`src/design/osml_pkg.sv`:
```
// ----------------------------------------------------------------------------
// osml_pkg
// Shared types and constants of the one-shot modifier and layer block.
// ----------------------------------------------------------------------------
package osml_pkg;

   localparam int ByteW      = 8;
   localparam int KeyW       = 16;
   localparam int TimeW      = 32;
   localparam int ReqDataW   = 56;
   localparam int RspDataW   = 40;
   localparam int CsrIndexW  = 2;
   localparam int CsrDataW   = 32;
   localparam int QueueDepth = 2;
   localparam int QueuePtrW  = $clog2(QueueDepth);
   localparam int QueueCntW  = $clog2(QueueDepth + 1);

   localparam logic [ByteW-1:0] StreakMax = 8'hFF;

   typedef enum logic [CsrIndexW-1:0] {
      CSR_MOD_PREFIX   = 2'd0,
      CSR_LAYER_PREFIX = 2'd1,
      CSR_TAP_TOGGLE   = 2'd2,
      CSR_TIMEOUT      = 2'd3
   } csr_index_type;

   typedef struct packed {
      logic [ByteW-1:0] mod_prefix;
      logic [ByteW-1:0] layer_prefix;
      logic [ByteW-1:0] tap_toggle;
      logic [TimeW-1:0] timeout_ms;
   } cfg_type;

   // classified event as it sits in the queue
   typedef struct packed {
      logic             tick;
      logic             is_mod;
      logic             is_layer;
      logic             pressed;
      logic             key_nonzero;
      logic [KeyW-1:0]  keycode;
      logic [TimeW-1:0] time_ms;
   } item_type;

   typedef struct packed {
      logic             pass_through;
      logic [ByteW-1:0] mod_press_mask;
      logic [ByteW-1:0] mod_release_mask;
      logic             layer_on;
      logic             layer_off;
      logic [ByteW-1:0] layer_index;
      logic [ByteW-1:0] mods_pending;
   } result_type;

   typedef struct packed {
      logic     valid;
      item_type item;
   } queue_out_type;

endpackage

```
`src/design/osml_front.sv`:
```
// ----------------------------------------------------------------------------
// osml_front
// Unpacks request transfers and classifies each key event by its prefix.
// ----------------------------------------------------------------------------
module osml_front
   import osml_pkg::*;
(
   input  osml_pkg::cfg_type                   cfg,
   input  logic                                req_tvalid,
   output logic                                req_tready,
   input  logic                                req_tuser,
   input  logic [osml_pkg::ReqDataW-1:0]       req_tdata,
   output logic                                push_valid,
   input  logic                                push_ready,
   output osml_pkg::item_type                  push_item
);
   import osml_pkg::*;

   logic [ByteW-1:0] key_hi;
   logic             hit_mod;

   always_comb begin
      push_item.keycode     = req_tdata[KeyW-1:0];
      push_item.pressed     = req_tdata[KeyW];
      push_item.time_ms     = req_tdata[KeyW+TimeW:KeyW+1];
      push_item.tick        = req_tuser;
      key_hi                = push_item.keycode[KeyW-1:ByteW];
      hit_mod               = (key_hi == cfg.mod_prefix);
      push_item.is_mod      = hit_mod;
      push_item.is_layer    = !hit_mod && (key_hi == cfg.layer_prefix);
      push_item.key_nonzero = (push_item.keycode != '0);
   end

   assign push_valid = req_tvalid;
   assign req_tready = push_ready;

endmodule

```
`src/design/osml_queue.sv`:
```
// ----------------------------------------------------------------------------
// osml_queue
// Short queue that decouples event classification from state update.
// ----------------------------------------------------------------------------
module osml_queue
   import osml_pkg::*;
(
   input  logic                             clock,
   input  logic                             reset,
   input  logic                             push_valid,
   output logic                             push_ready,
   input  osml_pkg::item_type               push_item,
   output osml_pkg::queue_out_type          pop_out,
   input  logic                             pop_ready,
   output logic [osml_pkg::QueueCntW-1:0]   level
);
   import osml_pkg::*;

   item_type               entry_ff [QueueDepth];
   logic [QueuePtrW-1:0]   wr_ptr_ff, wr_ptr_in;
   logic [QueuePtrW-1:0]   rd_ptr_ff, rd_ptr_in;
   logic [QueueCntW-1:0]   count_ff, count_in;
   logic                   do_push, do_pop;

   always_comb begin
      push_ready    = (count_ff != QueueCntW'(QueueDepth));
      pop_out.valid = (count_ff != '0);
      pop_out.item  = entry_ff[rd_ptr_ff];
      do_push       = push_valid && push_ready;
      do_pop        = pop_out.valid && pop_ready;
      wr_ptr_in     = do_push ? QueuePtrW'((32'(wr_ptr_ff) + 1) % QueueDepth) : wr_ptr_ff;
      rd_ptr_in     = do_pop  ? QueuePtrW'((32'(rd_ptr_ff) + 1) % QueueDepth) : rd_ptr_ff;
      count_in      = count_ff + QueueCntW'(do_push) - QueueCntW'(do_pop);
      level         = count_ff;
   end

   always_ff @(posedge clock) begin
      if (reset) begin
         wr_ptr_ff <= '0;
         rd_ptr_ff <= '0;
         count_ff  <= '0;
      end else begin
         wr_ptr_ff <= wr_ptr_in;
         rd_ptr_ff <= rd_ptr_in;
         count_ff  <= count_in;
      end
   end

   always_ff @(posedge clock) begin
      if (do_push) begin
         entry_ff[wr_ptr_ff] <= push_item;
      end
   end

endmodule

```
`src/design/osml_back.sv`:
```
// ----------------------------------------------------------------------------
// osml_back
// One-shot state update and registered result output.
// ----------------------------------------------------------------------------
module osml_back
   import osml_pkg::*;
(
   input  logic                             clock,
   input  logic                             reset,
   input  osml_pkg::cfg_type                cfg,
   input  osml_pkg::queue_out_type          pop_in,
   output logic                             pop_ready,
   output logic                             rsp_tvalid,
   input  logic                             rsp_tready,
   output logic [osml_pkg::RspDataW-1:0]    rsp_tdata
);
   import osml_pkg::*;

   logic [ByteW-1:0] pending_mods_ff,  pending_mods_in;
   logic             layer_pending_ff, layer_pending_in;
   logic [ByteW-1:0] pending_layer_ff, pending_layer_in;
   logic             lock_ff,          lock_in;
   logic [TimeW-1:0] armed_time_ff,    armed_time_in;
   logic [ByteW-1:0] streak_ff,        streak_in;
   logic [KeyW-1:0]  last_key_ff,      last_key_in;
   logic             rsp_valid_ff,     rsp_valid_in;
   result_type       result_ff,        result_in;

   item_type         it;
   logic             do_step;
   logic             drop;
   logic             done;
   logic             anything_pending;
   logic [TimeW-1:0] elapsed;

   assign pop_ready = !rsp_valid_ff || rsp_tready;
   assign do_step   = pop_in.valid && pop_ready;
   assign it        = pop_in.item;

   always_comb begin
      pending_mods_in  = pending_mods_ff;
      layer_pending_in = layer_pending_ff;
      pending_layer_in = pending_layer_ff;
      lock_in          = lock_ff;
      armed_time_in    = armed_time_ff;
      streak_in        = streak_ff;
      last_key_in      = last_key_ff;
      result_in        = '0;
      drop             = 1'b0;
      done             = 1'b0;
      anything_pending = (pending_mods_ff != '0) || layer_pending_ff;
      elapsed          = it.time_ms - armed_time_ff;

      if (it.tick) begin
         drop = !lock_ff && anything_pending && (cfg.timeout_ms != '0)
                && (elapsed > cfg.timeout_ms);
      end else if (it.is_mod || it.is_layer) begin
         if (it.pressed) begin
            if (it.keycode == last_key_ff) begin
               streak_in = (streak_ff == StreakMax) ? streak_ff : streak_ff + 8'd1;
            end else begin
               streak_in   = 8'd1;
               last_key_in = it.keycode;
            end
            if ((cfg.tap_toggle != '0) && (streak_in >= cfg.tap_toggle)) begin
               if (lock_ff) begin
                  drop = 1'b1;
                  done = 1'b1;
               end else begin
                  lock_in = 1'b1;
               end
            end
            if (!done) begin
               armed_time_in = it.time_ms;
               if (it.is_mod) begin
                  pending_mods_in          = it.keycode[ByteW-1:0];
                  result_in.mod_press_mask = it.keycode[ByteW-1:0];
               end else begin
                  pending_layer_in      = it.keycode[ByteW-1:0];
                  layer_pending_in      = 1'b1;
                  result_in.layer_on    = 1'b1;
                  result_in.layer_index = it.keycode[ByteW-1:0];
               end
            end
         end
      end else begin
         drop = anything_pending && !lock_ff && !it.pressed && it.key_nonzero;
         if (it.pressed) begin
            last_key_in = '0;
            streak_in   = '0;
         end
         result_in.pass_through = 1'b1;
      end

      // cancel of the pending one-shot
      if (drop) begin
         result_in.mod_release_mask = pending_mods_ff;
         pending_mods_in            = '0;
         if (layer_pending_ff) begin
            result_in.layer_off   = 1'b1;
            result_in.layer_index = pending_layer_ff;
         end
         layer_pending_in = 1'b0;
         lock_in          = 1'b0;
         streak_in        = '0;
      end

      result_in.mods_pending = pending_mods_in;
      rsp_valid_in           = do_step || (rsp_valid_ff && !rsp_tready);
   end

   always_ff @(posedge clock) begin
      if (reset) begin
         pending_mods_ff  <= '0;
         layer_pending_ff <= 1'b0;
         lock_ff          <= 1'b0;
         streak_ff        <= '0;
         last_key_ff      <= '0;
         rsp_valid_ff     <= 1'b0;
      end else begin
         rsp_valid_ff <= rsp_valid_in;
         if (do_step) begin
            pending_mods_ff  <= pending_mods_in;
            layer_pending_ff <= layer_pending_in;
            lock_ff          <= lock_in;
            streak_ff        <= streak_in;
            last_key_ff      <= last_key_in;
         end
      end
   end

   always_ff @(posedge clock) begin
      if (do_step) begin
         pending_layer_ff <= pending_layer_in;
         armed_time_ff    <= armed_time_in;
         result_ff        <= result_in;
      end
   end

   assign rsp_tvalid = rsp_valid_ff;
   assign rsp_tdata  = {5'b0,
                        result_ff.mods_pending,
                        result_ff.layer_index,
                        result_ff.layer_off,
                        result_ff.layer_on,
                        result_ff.mod_release_mask,
                        result_ff.mod_press_mask,
                        result_ff.pass_through};

endmodule

```
`src/design/one_shot_modifier_layer.sv`:
```
// ----------------------------------------------------------------------------
// one_shot_modifier_layer
// One-shot modifier and layer keys with tap-to-lock and timeout expiry.
//
//  channel  direction  signals                    contents
//  req      in         req_tvalid/tready/tuser/   tuser command, tdata key event
//                      tdata
//  rsp      out        rsp_tvalid/tready/tdata    key actions and pending mask
//  csr      in         csr_we/index/wdata         prefixes, tap count, timeout
//
// one transfer per cycle sustained while rsp_tready stays high; a request
// passes through front classification into a two-entry queue, then the state
// update into the output register. reset clears the one-shot state and loads
// the register defaults. a stalled rsp side fills the queue, then drops
// req_tready.
// ----------------------------------------------------------------------------
module one_shot_modifier_layer
   import osml_pkg::*;
(
   input  logic                                clock,
   input  logic                                reset,
   input  logic                                req_tvalid,
   output logic                                req_tready,
   input  logic                                req_tuser,  // command
   // keycode, pressed, time_ms, zero fill
   input  logic [osml_pkg::ReqDataW-1:0]       req_tdata,
   output logic                                rsp_tvalid,
   input  logic                                rsp_tready,
   // pass_through, mod_press_mask, mod_release_mask, layer_on, layer_off,
   // layer_index, mods_pending, zero fill
   output logic [osml_pkg::RspDataW-1:0]       rsp_tdata,
   input  logic                                csr_we,
   input  logic [osml_pkg::CsrIndexW-1:0]      csr_index,
   input  logic [osml_pkg::CsrDataW-1:0]       csr_wdata
);
   import osml_pkg::*;

   cfg_type                cfg_ff, cfg_in;
   logic                   push_valid, push_ready;
   item_type               push_item;
   queue_out_type          pop_bus;
   logic                   pop_ready;
   logic [QueueCntW-1:0]   queue_level;

   always_comb begin
      cfg_in = cfg_ff;
      if (csr_we) begin
         unique case (csr_index_type'(csr_index))
            CSR_MOD_PREFIX:   cfg_in.mod_prefix   = csr_wdata[ByteW-1:0];
            CSR_LAYER_PREFIX: cfg_in.layer_prefix = csr_wdata[ByteW-1:0];
            CSR_TAP_TOGGLE:   cfg_in.tap_toggle   = csr_wdata[ByteW-1:0];
            CSR_TIMEOUT:      cfg_in.timeout_ms   = csr_wdata[TimeW-1:0];
            default:          cfg_in              = cfg_ff;
         endcase
      end
   end

   always_ff @(posedge clock) begin
      if (reset) begin
         cfg_ff.mod_prefix   <= 8'd85;
         cfg_ff.layer_prefix <= 8'd84;
         cfg_ff.tap_toggle   <= 8'd5;
         cfg_ff.timeout_ms   <= 32'd3000;
      end else begin
         cfg_ff <= cfg_in;
      end
   end

   osml_front u_front (
      .cfg        (cfg_ff),
      .req_tvalid (req_tvalid),
      .req_tready (req_tready),
      .req_tuser  (req_tuser),
      .req_tdata  (req_tdata),
      .push_valid (push_valid),
      .push_ready (push_ready),
      .push_item  (push_item)
   );

   osml_queue u_queue (
      .clock      (clock),
      .reset      (reset),
      .push_valid (push_valid),
      .push_ready (push_ready),
      .push_item  (push_item),
      .pop_out    (pop_bus),
      .pop_ready  (pop_ready),
      .level      (queue_level)
   );

   osml_back u_back (
      .clock      (clock),
      .reset      (reset),
      .cfg        (cfg_ff),
      .pop_in     (pop_bus),
      .pop_ready  (pop_ready),
      .rsp_tvalid (rsp_tvalid),
      .rsp_tready (rsp_tready),
      .rsp_tdata  (rsp_tdata)
   );

   a_queue_bound: assert property (@(posedge clock) disable iff (reset)
      queue_level <= QueueCntW'(QueueDepth))
      else $error("queue level beyond depth");

   a_layer_exclusive: assert property (@(posedge clock) disable iff (reset)
      rsp_tvalid |-> !(rsp_tdata[17] && rsp_tdata[18]))
      else $error("layer on and off in one result");

   a_pass_no_action: assert property (@(posedge clock) disable iff (reset)
      (rsp_tvalid && rsp_tdata[0]) |-> (rsp_tdata[8:1] == '0 && !rsp_tdata[17]))
      else $error("pass-through event also arms a one-shot");

   a_layer_on_no_mods: assert property (@(posedge clock) disable iff (reset)
      (rsp_tvalid && rsp_tdata[17]) |-> (rsp_tdata[16:1] == '0))
      else $error("layer arm also changes modifiers");

   a_rsp_after_req: assert property (@(posedge clock) disable iff (reset)
      $rose(rsp_tvalid) |-> $past(queue_level != '0))
      else $error("result without a queued transfer");

endmodule

```
`config.mk`:
```
export PLATFORM = sky130hd
export DESIGN_NAME = one_shot_modifier_layer
export DESIGN_NICKNAME = d
export VERILOG_FILES = /design/src/design/osml_pkg.sv /design/src/design/osml_front.sv /design/src/design/osml_queue.sv /design/src/design/osml_back.sv /design/src/design/one_shot_modifier_layer.sv
export SDC_FILE = /design/constraint.sdc
export NUM_CORES = 1
export LEC_CHECK = 0
export BUFFER_PORTS_ARGS = -buffer_cell sky130_fd_sc_hd__buf_2
export CAP_MARGIN = 20
export CELL_PAD_IN_SITES_DETAIL_PLACEMENT = 1
export CELL_PAD_IN_SITES_GLOBAL_PLACEMENT = 1
export CORE_MARGIN = 2
export CORE_UTILIZATION = 45
export CTS_BUF_LIST = sky130_fd_sc_hd__clkbuf_8
export DETAILED_ROUTE_END_ITERATION = 12
export GPL_ROUTABILITY_DRIVEN = 0
export PLACE_DENSITY = 0.87
export RECOVER_POWER = 100
export SYNTH_ARGS = -nofsm -noshare
export SYNTH_HDL_FRONTEND = slang
export SYNTH_SLANG_ARGS = --single-unit
```
`constraint.sdc`:
```
create_clock -name clock -period 6.4 [get_ports clock]
set_clock_uncertainty 0.05 [all_clocks]
set_input_delay 1.28 -clock clock [delete_from_list [all_inputs] [get_ports clock]]
set_output_delay 1.28 -clock clock [all_outputs]
set_load 0.02 [all_outputs]
```
# ---- Word level (Yosys, flattened, before mapping)
# Memories as Yosys holds them, arrays and structs flattened. A register that Yosys moved wholly into a read port is not among the register bits.
# Cells that the tools add are included.
# W data, S select, Z words.
dict set report classes {
  eq_ne 12
  magnitude_cmp 2
  multipliers 0
  reduce_logical 40
  shifts 0
  n_mux 52
  div 0
  n_addsub 6
  bitwise 5
}
# cell n
set op_table {}
lappend op_table {{$mux W8} 22}
lappend op_table {{$mux W16} 4}
lappend op_table {{$gt A32 B32 Y1} 1}
lappend op_table {{$reduce_bool A32 Y1} 1}
lappend op_table {{$sub A32 B32 Y32} 1}
lappend op_table {{$mux W1} 25}
lappend op_table {{$eq A16 B16 Y1} 1}
lappend op_table {{$eq A8 B8 Y1} 2}
lappend op_table {{$reduce_bool A16 Y1} 1}
lappend op_table {{$reduce_bool A8 Y1} 2}
lappend op_table {{$reduce_and A6 Y1} 2}
lappend op_table {{$logic_and A1 B1 Y1} 10}
lappend op_table {{$reduce_and A5 Y1} 2}
lappend op_table {{$mux W9} 1}
lappend op_table {{$add A8 B1 Y8 const B} 1}
lappend op_table {{$eq A8 B8 Y1 const B} 1}
lappend op_table {{$ge A8 B8 Y1} 1}
lappend op_table {{$ne A2 B2 Y1 const B} 4}
lappend op_table {{$reduce_and A2 Y1} 4}
lappend op_table {{$reduce_bool A2 Y1} 4}
lappend op_table {{$logic_not A1 Y1} 5}
lappend op_table {{$not A1 Y1} 5}
lappend op_table {{$reduce_or A5 Y1} 1}
lappend op_table {{$eq A2 B2 Y1 const B} 2}
lappend op_table {{10 further kinds} 14}
dict set report word_totals {
  memories 1
  register_bits 170
  in_bits 96
  elab_cells 140
  latch_bits 0
  mem_bits_ro 0
  out_inout_bits 42
  ram_bits 106
}
# memory words width read_ports rd_ports_with_merged_regs wr line
set mem_list {}
lappend mem_list {u_queue.entry_ff 2 53 1 1 1 osml_queue.sv:19} ;# item_type entry_ff [QueueDepth];

# ---- Depth between registers and ports, before layout
# Gate-level depths: netlist of run 1.
dict set report logic_depth {
  ltp_word 18
  ltp_mapped 26
  mapped_depth_nobuf 22
}

# ---- Modules after synthesis
# From an unflattened synthesis of run 1, not the netlist that was laid out.
dict set report unflattened {
  hier_cells 1278
  hier_area_um2 14392.6
}
# mod seq_area_each_um2 instances area_each_um2 cells_each
set modules_own_cells {}
lappend modules_own_cells {osml_back 2952.8 1 7354.6 774}
lappend modules_own_cells {osml_queue 3283.1 1 4067.7 194}
lappend modules_own_cells {one_shot_modifier_layer 1121.1 1 2349.8 230}
lappend modules_own_cells {osml_front 0.0 1 620.6 80}

# ---- Worst setup path after synthesis of run 1
# Ideal clock, no wire load.
dict set report synth_timing {
  path_kind {register to register}
  from {register with a tool-made name}
  to {register u_back.result_ff, in the netlist u_back.rsp_tdata[14], data pin}
  n_path_buf 5
  path_stages_with_launch 26
  path_slack_ns 1.030
  required_time_ns 6.095
  setup_ns 0.255
  arrival_ns 5.065
  synth_period_minus_slack_ns 5.370
  path_cell_list {dfxtp_1 -> buf_6 -> buf_6 -> clkbuf_1 -> mux2_2 -> ha_1 -> a21o_1 -> a211o_1 -> o21ai_1 -> nand3_1 -> a41oi_1 -> o21ai_0 -> o21ai_1 -> nand2b_1 -> xnor3_1 -> ha_1 -> nand4_1 -> or2_1 -> nor3_1 -> a31oi_1 -> or2_1 -> nand2_1 -> a21oi_1 -> buf_2 -> buf_2 -> and2_1}
}
# element line
set synth_rtl {}
lappend synth_rtl {{end signal: assignment} osml_back.sv:136} ;# result_ff <= result_in;
lappend synth_rtl {{end: declaration} osml_back.sv:27} ;# result_type result_ff, result_in;

==> results.py, run 1 <==
metrics = {
    "finish": {
        "mostFrequentLayoutCell": "edfxtp_1",
        "layout_common_cells": "edfxtp_1, inv_1, nand2_1",
        "layout-drive-gt1-share_pct": 11.13,
        "fill_cells": 3202,
        "multi_input_area_sq_um": 5366,
        "area_growth_pct": 13.92,
        "regArea_sq_um": 7358,
        "nets": 1518,
    },
    "pwr": {
        "intPower_mw": 4.095,
        "power.leakage_nw": 5.864,
        "clkPwrFrac_pct": 24.1,
        "p_switching_mw": 2.430,
        "pwr-share-seq_pct": 36.9,
        "pwr_density_cell_nw_per_um2": 428.8,
        "switching_share_pct": 37.24,
        "ir_drop_mv": 0.1917,
        "power_frac_comb_pct": 39.0,
    },
    "global_routing": {
        "antenna_found_initial": 3,
        "overflow": 0,
        "grt_max_degree": 54,
        "grt_pass1_vias": 10300,
        "grt_usage_pct": 21.75,
        "grt_pass1_wl_um": 53810,
    },
    "flow_run": {
        "max_cap_viol_count": 6,
    },
    "yosys": {
        "synth_cell_types": 69,
        "netlist.area_leader.share_pct": 40.69,
        "synth-seq-cells": 277,
        "synthTopCellsByArea": "edfxtp_1, dfxtp_1, ha_1, mux2_2, nand2_1",
        "async_flop_share_pct": 0,
        "yosysWarnings": 0,
        "synth_edf_count": 181,
        "netlist_instances": 1191,
        "syn_area_per_cell_sq_um": 11.22,
        "syn_area_sq_um": 13360,
        "synth_top_area_cell": "edfxtp_1",
        "synth_flop_cell": "edfxtp_1",
        "synth_seq_area_share_pct": 55.08,
    },
    "detailed_routing": {
        "wl_per_cell_um": 18.98,
        "drt_iter0_drc": 567,
        "dr.pass1.iters": 5,
        "routed_wl_um": 33740,
        "routed-via-count": 9681,
        "drc": 0,
        "antenna_left": 0,
        "vias_per_cell": 5.448,
    },
    "worst_setup_path": {
        "crit_fanout": 29,
        "regToRegSetupSlack_ps": 390,
        "max_stage_delay_ps": 450,
        "crit_arrival_ps": 6380,
        "crit_type": "flop to flop",
        "start_kind": "flop",
        "crit_path_frequent_cell": "o21ai_0",
        "required_ps": 6780,
        "path_cells": "buf_12 > mux2_1 > ha_1 > a21oi_1 > o21ai_0 > a221oi_1 > nand3_1 > a41oi_1 > o21ai_0 > o21ai_1 > nand2b_1 > xnor3_1 > ha_1 > nand4_1 > or2_1 > nor3_1 > o21ai_0 > a21oi_4 > buf_4 > nor4b_1 > a311o_1",
        "slowest_stage": "a221oi_1",
        "cp-end-kind": "flop",
    },
    "worst_hold_path": {
        "hp-class": "flop to flop",
    },
    "timing": {
        "drv_slew": 256,
        "whs_ps": 434.8,
        "tightest_slew_ps": 3412,
        "period_share_pct": 93.89,
        "relSlewSlack_pct": -127.5,
        "finalHoldViolations": 0,
        "setup_tns_ps": 0,
        "fin_ws_ps": 391.1,
        "setup_viol": 0,
        "min_period_ps": 6009,
        "fmax_mhz": 166.4,
        "rsz0062_at_grt": "no",
    },
    "floorplanning": {
        "rows": 63,
        "io_pins": 138,
        "core_sq_um": 29400,
        "start_util_pct": 45.43,
        "die_x_um": 176.3,
        "die_height_um": 176.3,
        "die-area_sq_um": 31080,
    },
    "place": {
        "dp_hpwl_um": 23830,
        "dpl_worst_slack_ps": 114.3,
        "portBuffers": 125,
    },
    "clocking": {
        "clkSinkCount": 277,
        "clk_pin_slew_ps": 60,
        "cts_buffers": 46,
        "tritoncts": "built",
        "h-tree-depth": 2,
        "insertion_delay_ps": 580,
        "cts_max_path_buffers": 3,
        "cts-root-buf": "clkbuf_8",
    },
    "run_status": {
        "status": "finished, violations left",
        "violations": "capacitance limit, slew limit",
    },
}
cell type report:
class	count	area share [%]
Antenna cell	3	0.04933
Clock buffer	50	4.522
Clock inverter	36	1.612
Inverter	102	2.516
Multi-Input combinational cell	771	35.27
Sequential cell	277	48.36
Tap cell	390	3.207
Timing Repair Buffer	148	4.473
metrics by stage:
step / total power [mW] / cell area [sq um] / instances / util [%]
finish: 6.525 / 15220 / 1777 / 51.76
global route: 6.953 / 15210 / 1776 / 51.75
CTS: 6.630 / 15390 / 1772 / 52.34
detailed placement: 5.037 / 14460 / 1686 / 49.16
global placement: 4.841 / 14460 / 1686 / 49.16
floorplan: 4.270 / 13370 / 1195 / -
layer usage:
layer	vias to the layer above	GRT usage (%)	part of all wire, %
met5	-	0	0
met4	0	7.541	2.7
met3	66	3.596	4.1
met2	209	39.17	51
met1	4786	26.31	42
li1	4620	-	-
path summary, 6_finish.rpt:
path	startpoint	cells after the start	endpoint
max reg2reg	flop	21	u_back.pending_mods_ff[1]
min	cfg_ff[18]	2	cfg_ff[18]
max	flop	21	u_back.pending_mods_ff[1]
min reg2reg	cfg_ff[18]	2	cfg_ff[18]
state kept, by name, summed over array words and instances (netlist names), named ones only:
register and flops:
u_queue.wr_ptr_ff 1, u_back.armed_time_ff 32, u_back.lock_ff 1, u_back.last_key_ff 16
u_queue.entry_ff 106, u_queue.level 2, u_back.rsp_tdata 35, u_back.layer_pending_ff 1
u_queue.rd_ptr_ff 1, u_back.streak_ff 8, cfg_ff 56, u_back.pending_layer_ff 8
u_back.pending_mods_ff 8, u_back.rsp_tvalid 1
cells by family (layout without fill, tap and decap cells):
kind of cell | Yosys count | after routing | share of synthesized area [%]
XOR/XNOR | 64 | 64 | 4.299
adder cells (fa/ha/maj) | 76 | 76 | 7.175
AO/OA/AOI/OAI | 224 | 224 | 10.95
flip-flops | 277 | 277 | 55.08
multiplexers | 69 | 69 | 6.173
other | 1 | 8 | 0.02807
buffers and inverters | 147 | 336 | 4.496
AND/OR/NAND/NOR | 333 | 333 | 11.80
cells in the mapped netlist (14+ instances only):
cell type / number
nand2_1: 110
mux2_2: 40
xor2_1: 22
a21o_1: 20
a21oi_1: 76
dfxtp_1: 96
a211oi_1: 14
inv_1: 101
ha_1: 75
nor4_1: 27
nand3_1: 15
nand4_1: 17
o21ai_0: 24
xnor2_1: 41
mux2i_1: 20
nor3_1: 24
edfxtp_1: 181
nor2_1: 83
clkbuf_1: 23
power by group through the flow:
| stage | sequential, mW | combinational (mW) | clock, mW |
|---|---|---|---|
| final | 2.41 | 2.55 | 1.57 |
| after global routing | 2.43 | 2.83 | 1.69 |
| after CTS | 2.40 | 2.63 | 1.61 |
| after detailed placement | 2.43 | 2.61 | 0 |
| after global placement | 2.40 | 2.44 | 0 |
| after floorplan | 2.53 | 1.74 | 0 |
timing repair:
action                     CTS  global route
gates resized for setup      0             1
buffers inserted             0             2
hold buffers                 0             0
setup endpoints to repair    0            14
worst max-delay path, delay by kind of cell (launching register included):
kind	cells	cell delay (ps)
and+or+nand+nor	6	1160
buffers and inverters	2	390
muxes	1	380
AOI/OAI and AO/OA	9	2640
xor gates and xnor gates	1	190
DFF	1	350
adders and majority gates	2	680
Note: power is estimated with default switching activity, not from simulation.
==> run 2, diff against run 1 <==
--- a/config.mk
+++ b/config.mk
@@ -5,6 +5,7 @@
 export SDC_FILE = /design/constraint.sdc
 export NUM_CORES = 1
 export LEC_CHECK = 0
+export ABC_AREA = 1
 export BUFFER_PORTS_ARGS = -buffer_cell sky130_fd_sc_hd__buf_2
 export CAP_MARGIN = 20
 export CELL_PAD_IN_SITES_DETAIL_PLACEMENT = 1
@@ -14,7 +15,7 @@
 export CTS_BUF_LIST = sky130_fd_sc_hd__clkbuf_8
 export DETAILED_ROUTE_END_ITERATION = 12
 export GPL_ROUTABILITY_DRIVEN = 0
-export PLACE_DENSITY = 0.87
+export PLACE_DENSITY = 0.89
 export RECOVER_POWER = 100
 export SYNTH_ARGS = -nofsm -noshare
 export SYNTH_HDL_FRONTEND = slang
==> run 2 against run 1 <==
Against the previous run: via count up 15%; largest power group unchanged; global-route usage is 2.6 points higher; final cell count grew 16%; critical path depth up 7; die area up 2.8%; cell area grew 2.1%; worst setup slack gained 570 ps; sequential cell count did not move; synthesized cell count rose by 25%; the flow still finishes with violations (capacitance limit, slew limit); register-to-register slack gained 570 ps; non-clock buffer count decreased by 14.
==> results.py, run 2 <==
metrics = {
    "run_status": {
        "status": "finished, violations left",
        "violations": "capacitance limit, slew limit",
    },
    "finish": {
        "mostFrequentLayoutCell": "nand2_1",
        "largest_register_ffs": 106,
        "fin_cells": 2067,
        "largest-register": "u_queue.entry_ff",
        "layout_common_cells": "nand2_1, inv_1, edfxtp_1",
        "nets": 1808,
        "fin_util_pct": 51.98,
        "layout-drive-gt1-share_pct": 9.313,
        "area_growth_pct": 13.04,
    },
    "worst_setup_path": {
        "crit_type": "flop to flop",
        "cp-end-kind": "flop",
        "r2r_cells": 28,
        "max_stage_delay_ps": 560,
        "rr_endpoint": "u_back.layer_pending_ff",
        "crit_path_frequent_cell": "nand2_1",
        "start_kind": "flop",
        "crit_arrival_ps": 5870,
        "required_ps": 6830,
        "crit_fanout": 22,
        "regToRegSetupSlack_ps": 960,
        "slowest_stage": "dfxtp_2",
    },
    "yosys": {
        "syn_area_per_cell_sq_um": 9.233,
        "yosys-top-cells-count": "nand2_1, edfxtp_1, inv_1, a21oi_1, nor2_1",
        "synth_edf_count": 181,
        "synthTopCellsByArea": "edfxtp_1, dfxtp_1, nand2_1, ha_1, inv_1",
        "yosysMostFrequentCell": "nand2_1",
        "synth_flop_cell": "edfxtp_1",
        "netlist_instances": 1488,
        "netlist.area_leader.share_pct": 39.56,
        "synth-seq-cells": 277,
        "syn_area_sq_um": 13740,
        "async_flop_share_pct": 0,
        "synth_top_area_cell": "edfxtp_1",
        "synth_cell_types": 53,
        "yosysWarnings": 0,
        "synth_seq_area_share_pct": 53.55,
    },
    "floorplanning": {
        "start_util_pct": 45.99,
        "rows": 63,
        "io_pins": 138,
        "die-area_sq_um": 31940,
        "die_x_um": 178.7,
        "core_sq_um": 29870,
        "die_height_um": 178.7,
    },
    "pwr": {
        "pwr_density_cell_nw_per_um2": 468.5,
        "power_frac_comb_pct": 43.5,
        "power.leakage_nw": 6.638,
        "p_switching_mw": 3.084,
        "finalPower_mw": 7.276,
        "clkPwrFrac_pct": 22.2,
        "ir_drop_mv": 0.1990,
        "switching_share_pct": 42.38,
        "intPower_mw": 4.192,
        "pwr-share-seq_pct": 34.3,
    },
    "timing": {
        "setup_viol": 0,
        "relSlewSlack_pct": -130.1,
        "rsz0062_at_grt": "no",
        "fmax_mhz": 183.9,
        "min_period_ps": 5437,
        "drv_slew": 222,
        "finalHoldViolations": 0,
        "tightest_slew_ps": 3451,
        "fin_ws_ps": 963.3,
        "setup_tns_ps": 0,
        "period_share_pct": 84.95,
    },
    "worst_hold_path": {
        "hp-class": "flop to flop",
        "worstHoldPathCells": 1,
        "whs_endpoint": "u_queue.rd_ptr_ff",
        "worstHoldStart": "u_queue.rd_ptr_ff",
    },
    "detailed_routing": {
        "drc": 0,
        "wl_per_cell_um": 18.60,
        "wl_met3_um": 2105,
        "top_layer": "met4",
        "routed-via-count": 11130,
        "vias_per_cell": 5.387,
        "antenna_left": 0,
        "routed_wl_um": 38460,
        "dr.pass1.iters": 5,
        "drt_iter0_drc": 742,
        "wl_met2_um": 19360,
        "wl_met1_um": 15940,
    },
    "clocking": {
        "cts_max_path_buffers": 3,
        "cts_setup_buffers": 0,
        "cts_hold_buf": 0,
        "cts_buffers": 47,
        "cts_resized": 0,
        "h-tree-depth": 2,
        "clkSinkCount": 277,
        "clk_pin_slew_ps": 60,
        "insertion_delay_ps": 590,
        "tritoncts": "built",
        "cts-root-buf": "clkbuf_8",
    },
    "place": {
        "portBuffers": 125,
        "dp_hpwl_um": 27310,
        "dp_cells": 1976,
        "dpl_worst_slack_ps": 1266,
    },
    "global_routing": {
        "overflow": 0,
        "grt_pass1_wl_um": 61000,
        "grt_max_degree": 73,
        "grt_pass1_vias": 11850,
        "antenna_found_initial": 2,
        "grt_usage_pct": 24.37,
    },
    "flow_run": {
        "max_cap_viol_count": 4,
    },
}
==> run 2: cell types whose count changed after synthesis, sizes merged, moves of 27 or more <==
cell / change
mux2i: -27
nor2: +30
nand2: +255
o21ai: +66
nand3: +43
inv: +81
a21oi: +45
mux2: -41
==> run 2: worst max path at each step <==
stage / start / end / slack (ps) / cells after the start
2_1_floorplan: flop / u_back.rsp_tdata[27] / 2260 / 30
3_3_place_gp: flop / u_back.rsp_tdata[33] / 1430 / 27
3_5_place_dp: flop / u_back.rsp_tdata[33] / 1270 / 27
4_1_cts: flop / u_back.rsp_tdata[33] / 1170 / 27
5_1_grt: flop / u_back.streak_ff[0] / 380 / 28
6_report: flop / u_back.layer_pending_ff / 960 / 28
==> run 2: power groups by stage <==
stage | Combinational (mW) | Sequential (mW) | Clock, mW
after global routing | 3.54 | 2.52 | 1.71
after global placement | 2.93 | 2.48 | 0
after CTS | 3.22 | 2.48 | 1.64
final | 3.17 | 2.49 | 1.61
after floorplan | 2.15 | 2.61 | 0
after detailed placement | 3.14 | 2.51 | 0
==> run 2: layout make-up <==
class                           count  area, sq um
Fill cell                        3520        14350
Sequential cell                   277         7358
Multi-Input combinational cell    992         5446
Inverter                          184        699.4
Clock buffer                       50        688.2
Timing Repair Buffer              134        585.6
Tap cell                          390        488.0
Clock inverter                     38        259.0
Antenna cell                        2        5.005
==> run 2: stage by stage <==
stage                     hold WS, ps  cell area [sq um]
after floorplan                 376.2              13750
after global placement          386.2              14730
after detailed placement        401.0              14730
after CTS                       428.1              15680
after global routing            461.8              15520
final                           423.5              15530
==> run 2: critical path: cells and delay by family, from the launching register on <==
family | cells | cell delay [ps]
adders and majority gates | 3 | 900
and+or+nand+nor | 15 | 2250
DFF | 1 | 560
xor gates and xnor gates | 1 | 180
AOI/OAI and AO/OA | 5 | 940
buffers and inverters | 4 | 450
==> run 2: cell families (layout without fill, tap and decap cells) <==
group                      count (synthesis)  count (layout)  synth area share [%]
adders and majority gates                 76              76                 6.976
AOI/OAI and AO/OA                        262             262                 10.80
other                                      1               7               0.02730
xor gates and xnor gates                  62              62                 3.953
and+or+nand+nor                          586             586                 17.99
muxes                                      1               1               0.07286
DFF                                      277             277                 53.55
buffers and inverters                    223             406                 6.630
==> run 2: per-layer routing <==
layer | global-route usage (%) | vias to the layer above
met5 | 0 | -
met4 | 8.977 | 0
met3 | 4.368 | 77
met2 | 43.28 | 310
met1 | 29.50 | 5459
li1 | - | 5288
==> run 3, diff against run 2 <==
--- a/config.mk
+++ b/config.mk
@@ -11,7 +11,7 @@
 export CELL_PAD_IN_SITES_DETAIL_PLACEMENT = 1
 export CELL_PAD_IN_SITES_GLOBAL_PLACEMENT = 1
 export CORE_MARGIN = 2
-export CORE_UTILIZATION = 45
+export CORE_UTILIZATION = 43
 export CTS_BUF_LIST = sky130_fd_sc_hd__clkbuf_8
 export DETAILED_ROUTE_END_ITERATION = 12
 export GPL_ROUTABILITY_DRIVEN = 0
==> constraint.sdc (replaced) <==
create_clock -name clock -period 4.5 [get_ports clock]
set_clock_uncertainty 0.05 [all_clocks]
set_input_delay 0.9 -clock clock [delete_from_list [all_inputs] [get_ports clock]]
set_output_delay 0.9 -clock clock [all_outputs]
set_load 0.02 [all_outputs]
==> run 3 against run 2 <==
Against the previous run: the run now ends clean; routed wire length grew 12%; non-clock buffer count is 43 higher; utilization down 0.20 points; final cell count increased by 2.5%; sequential share of layout area shrank 2.2 points; cell area grew 5.0%; hold slack improved by 16 ps; via count up 5.1%; worst setup slack lost 920 ps; total power increased by 57%; register-to-register slack lost 920 ps; combinational power rose by 75%; critical path type unchanged; largest power group unchanged.
==> results.py, run 3 (same netlist as run 2, synthesis figures left out) <==
metrics = {
    "clocking": {
        "cts_max_path_buffers": 3,
        "clk_pin_slew_ps": 70,
        "insertion_delay_ps": 590,
        "cts-root-buf": "clkbuf_8",
        "cts_buffers": 47,
        "clkSinkCount": 277,
        "tritoncts": "built",
        "h-tree-depth": 2,
    },
    "worst_setup_path": {
        "cp-end-kind": "flop",
        "crit_fanout": 31,
        "required_ps": 4920,
        "crit_arrival_ps": 4870,
        "start_kind": "flop",
        "crit_type": "flop to flop",
    },
    "global_routing": {
        "antenna_found_initial": 3,
        "grt_max_degree": 51,
        "overflow": 0,
        "grt_pass1_wl_um": 64430,
        "grt_usage_pct": 24.36,
        "grt_pass1_vias": 12320,
    },
    "place": {
        "dp_hpwl_um": 28520,
        "portBuffers": 125,
        "dp_cells": 2026,
        "dpl_worst_slack_ps": -111.7,
    },
    "detailed_routing": {
        "drt_iter0_drc": 817,
        "routed-via-count": 11710,
        "vias_per_cell": 5.524,
        "wl_per_cell_um": 20.30,
        "antenna_left": 0,
        "routed_wl_um": 43010,
        "drc": 0,
        "dr.pass1.iters": 6,
    },
    "finish": {
        "layout-drive-gt1-share_pct": 17.02,
        "fill_cells": 3566,
        "multi_input_area_sq_um": 5717,
        "largest-register": "u_queue.entry_ff",
        "area_growth_pct": 18.64,
        "mostFrequentLayoutCell": "nand2_1",
        "layout_common_cells": "nand2_1, inv_1, edfxtp_1",
        "largest_register_ffs": 106,
        "nets": 1851,
        "regArea_sq_um": 7361,
        "fin_cells": 2119,
    },
    "pwr": {
        "pwr_density_cell_nw_per_um2": 698.8,
        "ir_drop_mv": 0.2534,
        "power.leakage_nw": 7.045,
        "finalPower_mw": 11.39,
    },
    "timing": {
        "finalHoldViolations": 0,
        "fin_ws_ps": 45.66,
        "setup_viol": 0,
        "whs_ps": 439.0,
        "drv_slew": 0,
        "min_period_ps": 4454,
        "fmax_mhz": 224.5,
        "tightest_slew_ps": 963.0,
        "period_share_pct": 98.99,
        "relSlewSlack_pct": 35.31,
    },
    "floorplanning": {
        "io_pins": 138,
        "die-area_sq_um": 33400,
        "start_util_pct": 43.65,
        "rows": 65,
        "die_height_um": 182.7,
        "die_x_um": 182.7,
        "core_sq_um": 31470,
    },
    "flow_run": {
        "max_cap_viol_count": 0,
    },
    "worst_hold_path": {
        "hp-class": "flop to flop",
    },
    "run_status": {
        "status": "completed",
    },
}
-- run 3: cell types whose count changed in the layout (fill, tap and decap cells not counted), moves of 5 or more --
cell	previous run	this run
ha_1	75	70
nand2_2	5	20
clkbuf_1	76	36
o21ai_0	94	87
nand3_1	58	52
clkinv_2	12	4
a21oi_1	117	109
buf_4	4	46
nand3_2	0	5
nand2_1	357	339
buf_2	53	89
a21oi_2	4	11
-- run 3: layer usage --
metal	track usage, %	part of all wire [%]
met1	29.39	40
met2	43.25	50
met3	4.289	6.0
met4	9.645	4.4
met5	0	0.051
-- run 3: final timing paths --
path	startpoint	end	slack, ps	depth (start not counted)
worst min-delay path	u_queue.rd_ptr_ff	flop	440	1
worst max register to register	flop	u_back.streak_ff[5]	50	24
worst min register to register	u_queue.rd_ptr_ff	flop	440	1
worst max-delay path	flop	u_back.streak_ff[5]	50	24
-- run 3: timing repair --
action | in CTS | in global routing
hold endpoints to repair | 0 | 0
pin swaps | 1 | 15
resized for setup | 15 | 53
hold buffers | 0 | 0
setup endpoints to repair | 43 | 65
cloned | 0 | 1
setup buffers | 0 | 5
-- run 3: cell type report --
cell class,count,area share [%]
Antenna cell,1,0.01535
Clock buffer,53,4.475
Clock inverter,33,1.435
Inverter,184,4.337
Multi-Input combinational cell,992,35.07
Sequential cell,277,45.16
Tap cell,402,3.086
Timing Repair Buffer,177,6.417
-- run 3: report_power, final --
part           internal [mW]  switching (mW)  leakage [nW]
logic                   1.94            3.62          4.02
clock network           1.26            1.06         0.542
registers               3.32           0.195          2.48
total                   6.51            4.88          7.05
-- run 3: critical path, stage by stage, from the launching register on --
cell,delay [ps]
dfxtp_4,400
inv_4,50
buf_12,160
nand2_1,80
nand2_1,80
ha_1,360
nand2_1,120
buf_4,160
nor2_1,220
nand2_1,110
o21ai_1,330
a21boi_2,130
o21ai_0,280
xor2_1,220
ha_1,260
nand2_1,140
o21a_1,170
nand2_1,60
a21oi_1,150
nand2_1,90
nand2_2,90
nand2_4,90
nand3_4,140
nand3_1,170
a21oi_2,250
-- run 3: stage by stage --
stage	setup TNS (ps)	area (sq um)	utilization, %
floorplan	0	13750	-
finish	0	16300	51.79
CTS	0	16050	51.01
detailed placement	-1444	15050	47.80
global route	-3049	16300	51.78
global placement	0	15050	47.80
